File: src/sfe_pkg.sv
// Package for the serial frame escape encoder.
// Holds framing codes, the queued item type and queue sizing; no dependencies.
package sfe_pkg;

	localparam logic [7:0] START_CODE     = 8'hA0;
	localparam logic [7:0] STOP_CODE      = 8'hA5;
	localparam logic [7:0] HANDSHAKE_CODE = 8'hA6;
	localparam logic [7:0] ESCAPE_CODE    = 8'hAA;
	localparam logic [7:0] ASCII_ESC_CODE = 8'h1B;
	localparam logic [7:0] ESC_OFFSET     = 8'h10;
	localparam logic [7:0] ASCII_OFFSET   = 8'h20;
	localparam logic [7:0] MAX_LEN_RESET  = 8'd64;

	localparam int QUEUE_DEPTH = 4;
	localparam int QUEUE_AW    = $clog2(QUEUE_DEPTH);

	typedef enum logic [1:0] {
		TAIL_NONE,
		TAIL_STOP,
		TAIL_OVF
	} tail_t;

	typedef enum logic [1:0] {
		PH_START,
		PH_ESC,
		PH_DATA,
		PH_TAIL
	} phase_t;

	typedef struct packed {
		logic       start;
		logic       esc;
		logic [7:0] data;
		tail_t      tail;
	} sfe_item_t;

endpackage

File: src/serial_frame_escape_encoder.sv
// Serial frame escape encoder top level: front end, descriptor queue, back end.
// Depends on sfe_pkg, sfe_front, sfe_queue and sfe_back.
//
// Input items are taken one per cycle while the four-entry descriptor queue has
// room; the back end sends one line byte per cycle while out_ready does not stall
// it. An item produces one to four bytes (start, escape, data, stop or overflow
// mark); a dropped byte produces no output byte. The single output byte register
// sets the sustained rate. max_encoded_len is written through cfg_we; the user
// must write it only while the block is idle, which the block itself does not
// enforce. It resets to 64. No clearing pass follows reset.
module serial_frame_escape_encoder import sfe_pkg::*; (
	input  logic       clk,
	input  logic       arst_n,
	input  logic       cfg_we,
	input  logic [7:0] max_encoded_len,
	input  logic       in_valid,
	output logic       in_ready,
	input  logic [7:0] data_byte,
	input  logic       packet_last,
	output logic       out_valid,
	input  logic       out_ready,
	output logic [7:0] out_byte,
	output logic       run_last,
	output logic       frame_end,
	output logic       overflow
);

	logic      accept;
	logic      push;
	sfe_item_t push_item;
	logic      pop;
	sfe_item_t head;
	logic      empty;
	logic      full;

	assign in_ready = !full;
	assign accept   = in_valid && in_ready;

	sfe_front u_front (
		.clk             (clk),
		.arst_n          (arst_n),
		.cfg_we          (cfg_we),
		.max_encoded_len (max_encoded_len),
		.accept          (accept),
		.data_byte       (data_byte),
		.packet_last     (packet_last),
		.push            (push),
		.item            (push_item)
	);

	sfe_queue u_queue (
		.clk       (clk),
		.arst_n    (arst_n),
		.push      (push),
		.push_item (push_item),
		.pop       (pop),
		.head      (head),
		.empty     (empty),
		.full      (full)
	);

	sfe_back u_back (
		.clk       (clk),
		.arst_n    (arst_n),
		.head      (head),
		.empty     (empty),
		.pop       (pop),
		.out_valid (out_valid),
		.out_ready (out_ready),
		.out_byte  (out_byte),
		.run_last  (run_last),
		.frame_end (frame_end),
		.overflow  (overflow)
	);

endmodule

File: src/sfe_front.sv
// Front end: accepts input items, tracks frame state and classifies each byte.
// Pushes one descriptor per non-dropped item into the queue. Uses sfe_pkg.
module sfe_front import sfe_pkg::*; (
	input  logic       clk,
	input  logic       arst_n,
	input  logic       cfg_we,
	input  logic [7:0] max_encoded_len,
	input  logic       accept,
	input  logic [7:0] data_byte,
	input  logic       packet_last,
	output logic       push,
	output sfe_item_t  item
);

	logic [7:0] max_len_q;
	logic       in_frame_q;
	logic [7:0] out_count_q;
	logic       discarding_q;

	logic       esc_special;
	logic       esc_ascii;
	logic       esc;
	logic [7:0] base;
	logic [7:0] sum;
	logic       ovf;

	always_comb begin
		esc_special = (data_byte == START_CODE) || (data_byte == STOP_CODE) ||
		              (data_byte == HANDSHAKE_CODE) || (data_byte == ESCAPE_CODE);
		esc_ascii   = (data_byte == ASCII_ESC_CODE);
		esc         = esc_special || esc_ascii;
		base        = in_frame_q ? out_count_q : 8'd1;
		sum         = base + (esc ? 8'd2 : 8'd1);
		ovf         = (max_len_q < 8'd2) || (sum >= (max_len_q - 8'd1));

		item.start = !in_frame_q;
		item.esc   = esc;
		if (esc_special) begin
			item.data = data_byte + ESC_OFFSET;
		end else if (esc_ascii) begin
			item.data = data_byte + ASCII_OFFSET;
		end else begin
			item.data = data_byte;
		end
		if (ovf) begin
			item.tail = TAIL_OVF;
		end else if (packet_last) begin
			item.tail = TAIL_STOP;
		end else begin
			item.tail = TAIL_NONE;
		end
		push = accept && !discarding_q;
	end

	always_ff @(posedge clk or negedge arst_n) begin
		if (!arst_n) begin
			max_len_q <= MAX_LEN_RESET;
		end else if (cfg_we) begin
			max_len_q <= max_encoded_len;
		end
	end

	always_ff @(posedge clk or negedge arst_n) begin
		if (!arst_n) begin
			in_frame_q   <= 1'b0;
			out_count_q  <= 8'd0;
			discarding_q <= 1'b0;
		end else if (accept) begin
			if (discarding_q) begin
				if (packet_last) begin
					discarding_q <= 1'b0;
				end
			end else if (ovf || packet_last) begin
				in_frame_q   <= 1'b0;
				out_count_q  <= 8'd0;
				discarding_q <= ovf && !packet_last;
			end else begin
				in_frame_q  <= 1'b1;
				out_count_q <= sum;
			end
		end
	end

endmodule

File: src/sfe_queue.sv
// Short descriptor queue between front and back end, flop based.
// Uses sfe_pkg for the item type and depth.
module sfe_queue import sfe_pkg::*; (
	input  logic      clk,
	input  logic      arst_n,
	input  logic      push,
	input  sfe_item_t push_item,
	input  logic      pop,
	output sfe_item_t head,
	output logic      empty,
	output logic      full
);

	sfe_item_t                 entries_q [QUEUE_DEPTH];
	logic [QUEUE_AW-1:0]       wr_ptr_q;
	logic [QUEUE_AW-1:0]       rd_ptr_q;
	logic [QUEUE_AW:0]         count_q;

	assign empty = (count_q == '0);
	assign full  = (count_q == (QUEUE_AW+1)'(QUEUE_DEPTH));
	assign head  = entries_q[rd_ptr_q];

	always_ff @(posedge clk) begin
		if (push) begin
			entries_q[wr_ptr_q] <= push_item;
		end
	end

	always_ff @(posedge clk or negedge arst_n) begin
		if (!arst_n) begin
			wr_ptr_q <= '0;
			rd_ptr_q <= '0;
			count_q  <= '0;
		end else begin
			if (push) begin
				wr_ptr_q <= wr_ptr_q + 1'b1;
			end
			if (pop) begin
				rd_ptr_q <= rd_ptr_q + 1'b1;
			end
			case ({push, pop})
				2'b10:   count_q <= count_q + 1'b1;
				2'b01:   count_q <= count_q - 1'b1;
				default: count_q <= count_q;
			endcase
		end
	end

endmodule

File: src/sfe_back.sv
// Back end: expands one queued descriptor into its line bytes, one per cycle while
// out_ready does not stall the registered output stage. Uses sfe_pkg.
module sfe_back import sfe_pkg::*; (
	input  logic       clk,
	input  logic       arst_n,
	input  sfe_item_t  head,
	input  logic       empty,
	output logic       pop,
	output logic       out_valid,
	input  logic       out_ready,
	output logic [7:0] out_byte,
	output logic       run_last,
	output logic       frame_end,
	output logic       overflow
);

	sfe_item_t  cur_q;
	logic       cur_valid_q;
	phase_t     phase_q;
	phase_t     phase_next;
	phase_t     load_phase;
	logic       done;
	logic       advance;
	logic [7:0] res_byte;
	logic       res_fend;
	logic       res_ovf;

	logic       out_valid_q;
	logic [7:0] out_byte_q;
	logic       run_last_q;
	logic       frame_end_q;
	logic       overflow_q;

	// next phase
	always_comb begin
		phase_next = phase_q;
		done       = 1'b0;
		case (phase_q)
			PH_START: phase_next = cur_q.esc ? PH_ESC : PH_DATA;
			PH_ESC:   phase_next = PH_DATA;
			PH_DATA: begin
				if (cur_q.tail != TAIL_NONE) begin
					phase_next = PH_TAIL;
				end else begin
					done = 1'b1;
				end
			end
			PH_TAIL:  done = 1'b1;
			default:  done = 1'b1;
		endcase
		if (head.start) begin
			load_phase = PH_START;
		end else if (head.esc) begin
			load_phase = PH_ESC;
		end else begin
			load_phase = PH_DATA;
		end
	end

	// result for current phase
	always_comb begin
		res_byte = cur_q.data;
		res_fend = 1'b0;
		res_ovf  = 1'b0;
		case (phase_q)
			PH_START: res_byte = START_CODE;
			PH_ESC:   res_byte = ESCAPE_CODE;
			PH_DATA:  res_byte = cur_q.data;
			PH_TAIL: begin
				if (cur_q.tail == TAIL_OVF) begin
					res_byte = 8'd0;
					res_ovf  = 1'b1;
				end else begin
					res_byte = STOP_CODE;
					res_fend = 1'b1;
				end
			end
			default:  res_byte = cur_q.data;
		endcase
	end

	assign advance = cur_valid_q && (!out_valid_q || out_ready);
	assign pop     = !empty && (!cur_valid_q || (advance && done));

	always_ff @(posedge clk or negedge arst_n) begin
		if (!arst_n) begin
			cur_valid_q <= 1'b0;
			phase_q     <= PH_START;
		end else if (pop) begin
			cur_valid_q <= 1'b1;
			phase_q     <= load_phase;
		end else if (advance) begin
			if (done) begin
				cur_valid_q <= 1'b0;
			end else begin
				phase_q <= phase_next;
			end
		end
	end

	always_ff @(posedge clk) begin
		if (pop) begin
			cur_q <= head;
		end
	end

	always_ff @(posedge clk or negedge arst_n) begin
		if (!arst_n) begin
			out_valid_q <= 1'b0;
		end else if (advance) begin
			out_valid_q <= 1'b1;
		end else if (out_ready) begin
			out_valid_q <= 1'b0;
		end
	end

	always_ff @(posedge clk) begin
		if (advance) begin
			out_byte_q  <= res_byte;
			run_last_q  <= done;
			frame_end_q <= res_fend;
			overflow_q  <= res_ovf;
		end
	end

	assign out_valid = out_valid_q;
	assign out_byte  = out_byte_q;
	assign run_last  = run_last_q;
	assign frame_end = frame_end_q;
	assign overflow  = overflow_q;

`ifndef SYNTHESIS
	a_stop_closes: assert property (@(posedge clk) disable iff (!arst_n)
		out_valid_q && frame_end_q |-> run_last_q && (out_byte_q == STOP_CODE) && !overflow_q)
		else $error("stop byte not closing the item");
	a_ovf_closes: assert property (@(posedge clk) disable iff (!arst_n)
		out_valid_q && overflow_q |-> run_last_q && (out_byte_q == 8'd0))
		else $error("overflow result malformed");
	a_tail_present: assert property (@(posedge clk) disable iff (!arst_n)
		cur_valid_q && (phase_q == PH_TAIL) |-> (cur_q.tail != TAIL_NONE))
		else $error("tail phase without tail");
	a_esc_phase: assert property (@(posedge clk) disable iff (!arst_n)
		cur_valid_q && (phase_q == PH_ESC) |-> cur_q.esc)
		else $error("escape phase on plain byte");
`endif

endmodule
File: config.mk
export PLATFORM = sky130hd
export DESIGN_NAME = serial_frame_escape_encoder
export DESIGN_NICKNAME = d
export VERILOG_FILES = /design/src/sfe_pkg.sv /design/src/serial_frame_escape_encoder.sv /design/src/sfe_front.sv /design/src/sfe_queue.sv /design/src/sfe_back.sv
export SDC_FILE = /design/constraint.sdc
export NUM_CORES = 1
export LEC_CHECK = 0
export BUFFER_PORTS_ARGS = -buffer_cell sky130_fd_sc_hd__buf_2
export CAP_MARGIN = 25
export CORE_ASPECT_RATIO = 0.7
export CORE_MARGIN = 1.5
export CORE_UTILIZATION = 48
export DETAILED_ROUTE_END_ITERATION = 16
export PLACE_DENSITY = 0.67
export RECOVER_POWER = 25
export SETUP_SLACK_MARGIN = 0.2
export SLEW_MARGIN = 20
export SYNTH_ARGS = -nofsm -noshare
export SYNTH_HDL_FRONTEND = slang
export SYNTH_SLANG_ARGS = --single-unit
export TNS_END_PERCENT = 20
File: constraint.sdc
create_clock -name clk -period 3.7 [get_ports clk]
set_input_delay 0.555 -clock clk [delete_from_list [all_inputs] [get_ports clk]]
set_output_delay 0.555 -clock clk [all_outputs]
set_load 0.01 [all_outputs]
Word-level counts from Yosys, hierarchy flattened
Memory sizes are Yosys's and may differ from the RTL's.
Cells that the tools add are included.

cells by class
  reductions and logical operators = 32
  mux-type cells = 33
  order comparisons = 2
  div/mod/pow operators = 0
  multipliers = 0
  shifts and indexed selects = 0
  equal/unequal tests = 14
  add/sub/neg operators = 8
  bitwise gates (word level) = 1

operators by type and width
  operator                                             count
  2-to-1 mux 8 bit                                     5
  equality test 8 bit, second input constant           4
  one-hot mux 8 bit (4 select lines)                   1
  2-to-1 mux 2 bit                                     9
  2-to-1 mux 1 bit                                     15
  nonzero test 2 bit                                   5
  adder 8 x 5 -> 8 bit, second input constant          1
  adder 8 x 6 -> 8 bit, second input constant          1
  adder 8 bit                                          1
  equality test 2 bit, second input constant           4
  equality test 8 x 5 -> 1 bit, second input constant  1
  >= comparator 8 bit                                  1
  logical OR 1 bit                                     8
  < comparator 8 x 2 -> 1 bit, second input constant   1
  subtractor 8 x 1 -> 8 bit, second input constant     1
  zero test 1 bit                                      7
  logical AND 1 bit                                    6
  one-hot mux 2 bit (3 select lines)                   1
  one-hot mux 3 bit (2 select lines)                   1
  adder 2 x 1 -> 2 bit, second input constant          2
  equality test 2 x 1 -> 1 bit, second input constant  2
  AND reduction 2 bit                                  2
  AND reduction 4 bit                                  1
  nonzero test 4 bit                                   1
  other kinds (9)                                      9

storage, ports and cells
  flip-flop bits (word level) = 51
  memories = 1
  memory bits (read-only) = 0
  RAM bits = 48
  word-level logic and storage cells = 108
  latch bits = 0
  output and inout bits = 13

memory list
  memory             depth  bits a word  rd ports  clocked after memory_dff  write ports  line             text
  u_queue.entries_q  4      12           1         0                         1            sfe_queue.sv:14  sfe_item_t entries_q [QUEUE_DEPTH];

Logic depth before layout (Yosys ltp)
Gate-level depths: netlist of the first run.

  depth in word-level cells = 12
  gate-level depth with buffers = 17
  gate-level depth less buffers = 17

Modules after synthesis
A second synthesis of the first run with hierarchy kept.

second synthesis, totals
  cells, all modules = 357
  area total of the unflattened synthesis = 4840.9 µm²

by module, submodules not included
  module                       instances  seq. area each (µm²)  cells an instance  area each (µm²)
  sfe_queue                    1          1616.6                99                 2158.3
  sfe_front                    1          451.7                 179                1567.8
  sfe_back                     1          760.7                 77                 1104.8
  serial_frame_escape_encoder  1          0.0                   2                  10.0

Worst setup path before layout of the first run
No wires, ideal clock.

  path kind = input to register
  start = input port data_byte[5]
  end = register u_front.out_count_q[4]
  path slack = -0.080 ns
  arrival time = 3.698 ns
  stages on the path = 17
  cells stage by stage = inv_1 ha_1 nor4b_2 and2_1 o21bai_2 xnor2_1 ha_1 a31oi_1 o21a_1 o22ai_1 nor2_1 ha_1 a211oi_1 o21ai_2 a211oi_2 o211ai_1 a31oi_1

RTL lines
  item                  line                               text
  start, declared       serial_frame_escape_encoder.sv:18  input logic [7:0] data_byte,
  end signal, assigned  sfe_front.sv:79                    out_count_q <= sum;
  end, declared         sfe_front.sv:17                    logic [7:0] out_count_q;

==> results of run 1 <==
metrics by stage:
stage          hold WS [ns]  setup TNS, ns  util, %  power, mW  std cells
5_1_grt               0.426              0     59.5       4.21        555
6_report              0.440              0     59.5       3.96        555
3_3_place_gp          0.463         -0.613     55.0       2.92        535
2_1_floorplan         0.259              0        -       2.59        359
3_5_place_dp          0.476          -2.23     55.0       2.97        535
4_1_cts               0.268              0     58.2       3.94        551
cells in the final DEF (no fill, tap or decap), types with 10 or more instances in the layout:
cell,instances
sky130_fd_sc_hd__edfxtp_1,70
sky130_fd_sc_hd__buf_4,25
sky130_fd_sc_hd__nand2_1,30
sky130_fd_sc_hd__a21oi_1,12
sky130_fd_sc_hd__inv_1,19
sky130_fd_sc_hd__buf_2,27
sky130_fd_sc_hd__mux4_2,12
sky130_fd_sc_hd__nor2_1,14
sky130_fd_sc_hd__dfrtp_1,27
sky130_fd_sc_hd__xnor2_1,13
sky130_fd_sc_hd__ha_1,21
sky130_fd_sc_hd__nand3_1,10
power groups by stage:
stage	Clock [mW]	Sequential, mW	Combinational [mW]
4_1_cts	0.979	1.78	1.18
3_5_place_dp	0	1.80	1.17
3_3_place_gp	0	1.78	1.14
2_1_floorplan	0	1.68	0.907
6_report	0.957	1.78	1.22
5_1_grt	1.02	1.82	1.37
worst register-to-register path: cells and delay by family, from the launching register on:
kind	cells	cell delay (ns)
flip-flops	1	0.50
AND/OR/NAND/NOR	3	0.42
adder cells (fa/ha/maj)	2	0.47
buffers and inverters	3	0.50
AO/OA/AOI/OAI	8	1.32
state kept, by name, indices dropped and copies added, names as in the netlist, 2 cells and up:
register             count
u_back.cur_q            11
u_back.out_byte          8
u_back.phase_q           2
u_front.max_len_q        8
u_front.out_count_q      8
u_queue.count_q          3
u_queue.entries_q       48
u_queue.rd_ptr_q         2
u_queue.wr_ptr_q         2
cell type report:
| cell class | instances | share of cell area, % |
|---|---|---|
| Sequential cell | 99 | 48.9 |
| Multi-Input combinational cell | 228 | 34.4 |
| Timing Repair Buffer | 63 | 7.09 |
| Clock buffer | 9 | 3.89 |
| Tap cell | 128 | 2.77 |
| Inverter | 21 | 1.58 |
| Clock inverter | 7 | 1.41 |
layer usage:
| layer | GRT usage [%] | share of wire [%] | vias to the layer above |
|---|---|---|---|
| li1 | - | - | 1455 |
| met1 | 25.8 | 47 | 1471 |
| met2 | 29.2 | 48 | 64 |
| met3 | 5.39 | 4.8 | 2 |
| met4 | 4.97 | 0.39 | 0 |
| met5 | 0 | 0 | - |
kinds of logic (layout without fill, tap and decap cells):
logic type	after synthesis	count (layout)	synth area share, %
AO/OA/AOI/OAI	63	63	9.65
adder cells (fa/ha/maj)	24	24	6.41
multiplexers	22	22	7.87
XOR/XNOR	19	19	3.47
flip-flops	99	99	58.9
AND/OR/NAND/NOR	100	100	11.1
buffers and inverters	32	100	2.58
worst max-delay path by stage:
stage,endpoint,from,depth (start not counted),slack (ns)
global route,u_front.out_count_q[5]$_DFFE_PN0P_,data_byte[3],17,0.09
finish,u_front.out_count_q[6]$_DFFE_PN0P_,data_byte[0],18,0.22
floorplan,u_front.out_count_q[5]$_DFFE_PN0P_,data_byte[5],17,0.14
detailed placement,u_queue.entries_q[3][0]$_DFFE_PP_,data_byte[5],18,-0.19
global placement,u_queue.entries_q[0][0]$_DFFE_PP_,data_byte[5],18,-0.10
CTS,u_front.out_count_q[6]$_DFFE_PN0P_,data_byte[5],20,0.17
timing repair:
item | in CTS | in global routing
endpoints found under the hold margin | 0 | 0
gates cloned | 0 | 1
buffers inserted | 0 | 3
pin swaps | 0 | 19
endpoints found under the setup margin | 7 | 18
gates resized for setup | 1 | 33
==> flow_metrics.env, run 1 <==
export IMPL_outcome="finished with violations"
export IMPL_failed_checks="capacitance limit, slew limit"
export IMPL_clock_latency_ns=0.34
export IMPL_syn_instance_count=359
export IMPL_grt_setup_unrepaired="true"
export IMPL_postLayoutSetupSlackWorst_ns=0.222
export IMPL_synthArstFlopShare_pct=29.3
export IMPL_die_width_um=123
export IMPL_ir_worst_vdd_mv=0.277
export IMPL_timing_final_crit_share_pct=94.0
export IMPL_path_clk_slew_ns=0.07
export IMPL_post_synth_top_area_cell="sky130_fd_sc_hd__edfxtp_1"
export IMPL_power_leakage_nw=2.26
export IMPL_cts_hold_repair_buffers=0
export IMPL_synth_warn=0
export IMPL_power_net_switching_mw=1.31
export IMPL_sequentialPowerShare_pct=45.0
export IMPL_sequential_cell_area_sq_um=2830
export IMPL_worst_path_buf_inv=3
export IMPL_io_pins=35
export IMPL_finalClockSkew_ns=0.00864
export IMPL_vias=2992
export IMPL_grt_pass1_vias=2893
export IMPL_power_density_cell_area_nw_per_um2=684
export IMPL_num_rows=30
export IMPL_max_clock_path_buffers=2
export IMPL_synthTopCellsByCount="70 x sky130_fd_sc_hd__edfxtp_1, 32 x sky130_fd_sc_hd__nand2_1, 28 x sky130_fd_sc_hd__dfrtp_1, 23 x sky130_fd_sc_hd__ha_1, 20 x sky130_fd_sc_hd__inv_1"
export IMPL_layout_stage_area_growth_over_the_synthesis_result_pct=20.6
export IMPL_timing_critical_path_required_ns=3.96
export IMPL_hold_violations=0
export IMPL_drc=0
export IMPL_critPathArrivalTime_ns=3.73
export IMPL_internal_power_mw=2.64
export IMPL_setup_worst_path_start_class="input pin"
export IMPL_ctsHtreeMaxLevel=3
export IMPL_initial_utilization_pct=49.4
export IMPL_crit_path_end_kind="flop"
export IMPL_worstPathCellList="buf_6, and4bb_1, a211oi_4, o21bai_4, xnor2_2, ha_2, a31oi_4, o21a_1, o22ai_2, nor2_2, ha_1, a211oi_2, o21ai_2, buf_4, a211oi_4, buf_6, o211ai_1, a31oi_1"
export IMPL_clock_buffers_created_by_tritoncts=9
export IMPL_setup_viol=0
export IMPL_cap_violations=1
export IMPL_fmaxAchievable_mhz=288
export IMPL_globalRouteOverflowTotal=0
export IMPL_antenna_cells=0
export IMPL_die_extent_in_y_um=86.7
export IMPL_finish_net_count=468
export IMPL_critPathSlowestCell="sky130_fd_sc_hd__a211oi_4"
export IMPL_timing_critical_path_slowest_cell_delay_ns=0.31
export IMPL_port_buffer_count=34
export IMPL_grt_use_total_pct=18.7
export IMPL_synth_top_cells_by_area="sky130_fd_sc_hd__edfxtp_1 44%, sky130_fd_sc_hd__dfrtp_1 15%, sky130_fd_sc_hd__ha_1 6.0%, sky130_fd_sc_hd__mux4_2 5.6%, sky130_fd_sc_hd__xnor2_1 2.6%"
export IMPL_worst_path_max_fanout=5
export IMPL_wirelength_mm=9.26
export IMPL_power_combinational_fraction_pct=30.9
export IMPL_numClockSinks=99
export IMPL_dieArea_sq_um=10600
export IMPL_syn_num_nets=405
export IMPL_synthFlopType="sky130_fd_sc_hd__edfxtp_1"
export IMPL_synth_most_common_cell="sky130_fd_sc_hd__edfxtp_1"
export IMPL_wire_length_of_the_first_global_routing_pass_mm=14.7
export IMPL_synth_edff_count=70
export IMPL_r2r_worst_path_cells=16
export IMPL_r2r_end="u_front.out_count_q[6]$_DFFE_PN0P_"
export IMPL_synth_top_cell_area_share_pct=43.8
export IMPL_hold_end="u_front.max_len_q[7]$_DFFE_PN0P_"
export IMPL_fraction_of_layout_cells_with_a_size_suffix_above_1_pct=28.8
export IMPL_detail_route_vias_per_cell=5.39
export IMPL_p_clk_share_pct=24.2
export IMPL_wl_per_cell_um=16.7
export IMPL_cts_tree="done"
export IMPL_multiInputGateArea_sq_um=1990
export IMPL_worstHoldStart="max_encoded_len[7]"
export IMPL_crit_type="input pin to flop"
export IMPL_p_sw_share_pct=33.2
export IMPL_grt_antenna_before_repair=0
export IMPL_drt_first_iter_violations=195
export IMPL_syn_cell_area_sq_um=4800
export IMPL_grt_max_degree=30
export IMPL_synth_distinct_cells=55
export IMPL_reg2reg_setup_slack_ns=0.40
export IMPL_synth_seq_cells=99
export IMPL_post_synth_cell_area_avg_sq_um=13.4
export IMPL_worst_slew_pin_transition_ns=1.64
export IMPL_dp_final_hpwl_mm=6.39
export IMPL_worstHoldPathType="input pin to flop"
export IMPL_max_slew_margin_rel_pct=-9.28
export IMPL_timing_rr_start="u_front.in_frame_q$_DFFE_PN0P_"
export IMPL_preCtsSetupSlack_ns=-0.188
export IMPL_cell_count_of_the_worst_hold_path=2
export IMPL_layout_cell_area_non_filler_sq_um=5790
export IMPL_place_gp_congestion=0.845
export IMPL_layout_filler_cells=771
export IMPL_final_antenna_net_count=0
export IMPL_post_route_min_period_ns=3.48
export IMPL_cp_top_family="compound AO/OA/AOI/OAI gates"
export IMPL_seq_area_frac_synth_pct=58.9
export IMPL_placement_cell_area_sq_um=5350
export IMPL_slew_viol_final=30
export IMPL_core_region_area_sq_um=9720
export IMPL_first_pass_iters=4
export IMPL_ctsRootBufferMaster="sky130_fd_sc_hd__clkbuf_16"
Note: power is estimated with default switching activity, not from simulation.
==> run 2, diff against run 1 <==
--- a/config.mk
+++ b/config.mk
@@ -5,13 +5,13 @@
 export SDC_FILE = /design/constraint.sdc
 export NUM_CORES = 1
 export LEC_CHECK = 0
-export BUFFER_PORTS_ARGS = -buffer_cell sky130_fd_sc_hd__buf_2
 export CAP_MARGIN = 25
 export CORE_ASPECT_RATIO = 0.7
 export CORE_MARGIN = 1.5
 export CORE_UTILIZATION = 48
 export DETAILED_ROUTE_END_ITERATION = 16
-export PLACE_DENSITY = 0.67
+export DONT_BUFFER_PORTS = 1
+export PLACE_DENSITY = 0.64
 export RECOVER_POWER = 25
 export SETUP_SLACK_MARGIN = 0.2
 export SLEW_MARGIN = 20
==> run 2 against run 1 <==
  * The flow still finishes with violations (capacitance limit, slew limit)
  * Core utilization is 3.9 points lower
  * Critical path depth rose by 1
  * First-iteration DRC count decreased by 15%
  * Clock power shrank 2%
  * Design area is 6.5% lower
  * Critical endpoint is now u_front.out_count_q[7]$_DFFE_PN0P_
  * Largest power group unchanged
==> flow_metrics.env, run 2 (synthesis results as in run 1) <==
export IMPL_timing_final_crit_share_pct=89.7
export IMPL_clock_buffers_created_by_tritoncts=9
export IMPL_layout_filler_cells=788
export IMPL_grt_use_total_pct=18.7
export IMPL_reg2reg_setup_slack_ns=0.51
export IMPL_fmaxAchievable_mhz=301
export IMPL_setup_worst_path_start_class="input pin"
export IMPL_r2r_end="u_front.out_count_q[7]$_DFFE_PN0P_"
export IMPL_slew_viol_final=29
export IMPL_cap_violations=1
export IMPL_wirelength_mm=9.01
export IMPL_port_buffer_count=0
export IMPL_ctsRootBufferMaster="sky130_fd_sc_hd__clkbuf_16"
export IMPL_fin_worst_hold_slack_ns=0.0523
export IMPL_sequentialPowerShare_pct=46.6
export IMPL_ctsHtreeMaxLevel=3
export IMPL_power_combinational_fraction_pct=28.9
export IMPL_final_antenna_net_count=0
export IMPL_max_flop_register="u_queue.entries_q"
export IMPL_wire_length_of_the_first_global_routing_pass_mm=14.7
export IMPL_crit_path_end_kind="flop"
export IMPL_most_frequent_standard_cell_in_the_layout_excluding_fill_and_tap_cells="sky130_fd_sc_hd__edfxtp_1"
export IMPL_num_rows=30
export IMPL_p_sw_share_pct=32.5
export IMPL_hold_violations=0
export IMPL_grt_max_degree=29
export IMPL_cts_tree="done"
export IMPL_timing_rr_start="u_front.in_frame_q$_DFFE_PN0P_"
export IMPL_ir_worst_vdd_mv=0.319
export IMPL_fraction_of_layout_cells_with_a_size_suffix_above_1_pct=16.9
export IMPL_grt_antenna_before_repair=0
export IMPL_finalClockSkew_ns=0.00835
export IMPL_place_gp_congestion=0.908
export IMPL_p_clk_share_pct=24.5
export IMPL_clock_latency_ns=0.34
export IMPL_dieArea_sq_um=10600
export IMPL_die_width_um=123
export IMPL_max_clock_path_buffers=2
export IMPL_path_clk_slew_ns=0.07
export IMPL_grt_pass1_vias=2779
export IMPL_worst_slew_pin_transition_ns=1.71
export IMPL_vias=2847
export IMPL_post_route_min_period_ns=3.32
export IMPL_crit_type="input pin to flop"
export IMPL_numClockSinks=99
export IMPL_io_pins=35
export IMPL_setup_viol=0
export IMPL_biggestRegsByFlops="u_queue.entries_q x48, u_back.cur_q x11"
export IMPL_power_leakage_nw=2.02
export IMPL_final_core_utilization_pct=55.7
export IMPL_outcome="finished with violations"
export IMPL_critPathArrivalTime_ns=3.55
export IMPL_die_extent_in_y_um=86.7
export IMPL_worstHoldPathType="input pin to asynchronous set/reset pin"
export IMPL_wl_per_cell_um=17.8
export IMPL_failed_checks="capacitance limit, slew limit"
export IMPL_dp_final_hpwl_mm=6.18
export IMPL_detail_route_vias_per_cell=5.63
export IMPL_core_region_area_sq_um=9720
export IMPL_max_slew_margin_rel_pct=-14.0
export IMPL_worst_path_max_fanout=9
export IMPL_power_net_switching_mw=1.24
export IMPL_mostFrequentLayoutCells="70 x sky130_fd_sc_hd__edfxtp_1, 32 x sky130_fd_sc_hd__nand2_1, 28 x sky130_fd_sc_hd__dfrtp_1, 21 x sky130_fd_sc_hd__ha_1, 19 x sky130_fd_sc_hd__inv_1"
export IMPL_grt_setup_unrepaired="false"
export IMPL_power_density_cell_area_nw_per_um2=705
export IMPL_internal_power_mw=2.58
export IMPL_globalRouteOverflowTotal=0
export IMPL_finish_net_count=419
export IMPL_first_pass_iters=4
export IMPL_drt_first_iter_violations=165
export IMPL_initial_utilization_pct=49.4
export IMPL_fin_tns_setup_ns=0
export IMPL_timing_critical_path_required_ns=3.93
export IMPL_drc=0
export IMPL_layout_stage_area_growth_over_the_synthesis_result_pct=12.8
export IMPL_r2r_worst_path_cells=16
export IMPL_largest_register_ff_count=48
export IMPL_antenna_cells=0
==> run 2: worst max path at each step <==
stage	from	to	slack, ns	cells after the start
2_1_floorplan	data_byte[5]	u_front.out_count_q[5]$_DFFE_PN0P_	0.14	17
3_3_place_gp	data_byte[5]	u_front.out_count_q[5]$_DFFE_PN0P_	0.04	17
3_5_place_dp	data_byte[5]	u_front.out_count_q[5]$_DFFE_PN0P_	-0.07	17
4_1_cts	data_byte[5]	u_front.out_count_q[5]$_DFFE_PN0P_	0.27	17
5_1_grt	data_byte[5]	u_front.out_count_q[4]$_DFFE_PN0P_	0.20	18
6_report	data_byte[5]	u_front.out_count_q[7]$_DFFE_PN0P_	0.38	19
==> run 2: area by class of cell <==
| cell class | instances | area, sq um | area share, % |
|---|---|---|---|
| clock buffer | 12 | 246 | 4.55 |
| clock inverter | 4 | 50.0 | 0.925 |
| inverter | 21 | 91.3 | 1.69 |
| multi-input combinational | 228 | 1930 | 35.7 |
| sequential | 99 | 2830 | 52.3 |
| tap | 128 | 160 | 2.96 |
| timing repair buffer | 14 | 101 | 1.87 |
==> run 2: routing by layer <==
layer | share of wire, % | GRT usage (%) | up-vias | wire (um)
li1 | - | - | 1367 | -
met1 | 50 | 27.8 | 1403 | 4550
met2 | 44 | 27.2 | 65 | 3980
met3 | 3.9 | 3.95 | 12 | 347
met4 | 1.6 | 6.98 | 0 | 143
met5 | 0 | 0 | - | 0
==> run 2: repair_timing <==
action                                 in CTS  in global routing
resized for setup                           0                  5
setup endpoints to repair                   0                 15
endpoints found under the hold margin      28                  0
hold buffers                                1                  0
buffers inserted                            0                  3
==> run 2: stage by stage <==
stage                     instance area (sq um)  cells  setup WS [ns]  total power [mW]
after floorplan                            4870    359          0.135              2.59
after global placement                     5060    486         0.0407              2.85
after detailed placement                   5060    486        -0.0683              2.89
after CTS                                  5380    503          0.270              3.84
after global routing                       5410    506          0.199              4.06
final                                      5410    506          0.381              3.82
==> run 2: power by group through the flow <==
stage          clock (mW)  sequential [mW]  combinational, mW
3_5_place_dp            0             1.81               1.08
2_1_floorplan           0             1.68              0.907
4_1_cts             0.953             1.79               1.10
6_report            0.937             1.78               1.10
3_3_place_gp            0             1.80               1.06
5_1_grt             0.996             1.82               1.24
==> run 2: worst max-delay path: stages <==
cell and delay [ns]:
sky130_fd_sc_hd__inv_12 0.03, sky130_fd_sc_hd__ha_4 0.11, sky130_fd_sc_hd__nor4b_4 0.20, sky130_fd_sc_hd__and2_4 0.20
sky130_fd_sc_hd__o21bai_4 0.14, sky130_fd_sc_hd__xnor2_1 0.09, sky130_fd_sc_hd__ha_2 0.20, sky130_fd_sc_hd__a31oi_2 0.17
sky130_fd_sc_hd__o21a_2 0.21, sky130_fd_sc_hd__nor2_1 0.08, sky130_fd_sc_hd__xnor2_1 0.13, sky130_fd_sc_hd__ha_1 0.28
sky130_fd_sc_hd__nand2_1 0.10, sky130_fd_sc_hd__o21ai_1 0.44, sky130_fd_sc_hd__a211oi_4 0.04, sky130_fd_sc_hd__buf_4 0.19
sky130_fd_sc_hd__buf_4 0.14, sky130_fd_sc_hd__a41oi_2 0.16, sky130_fd_sc_hd__o21ai_1 0.08
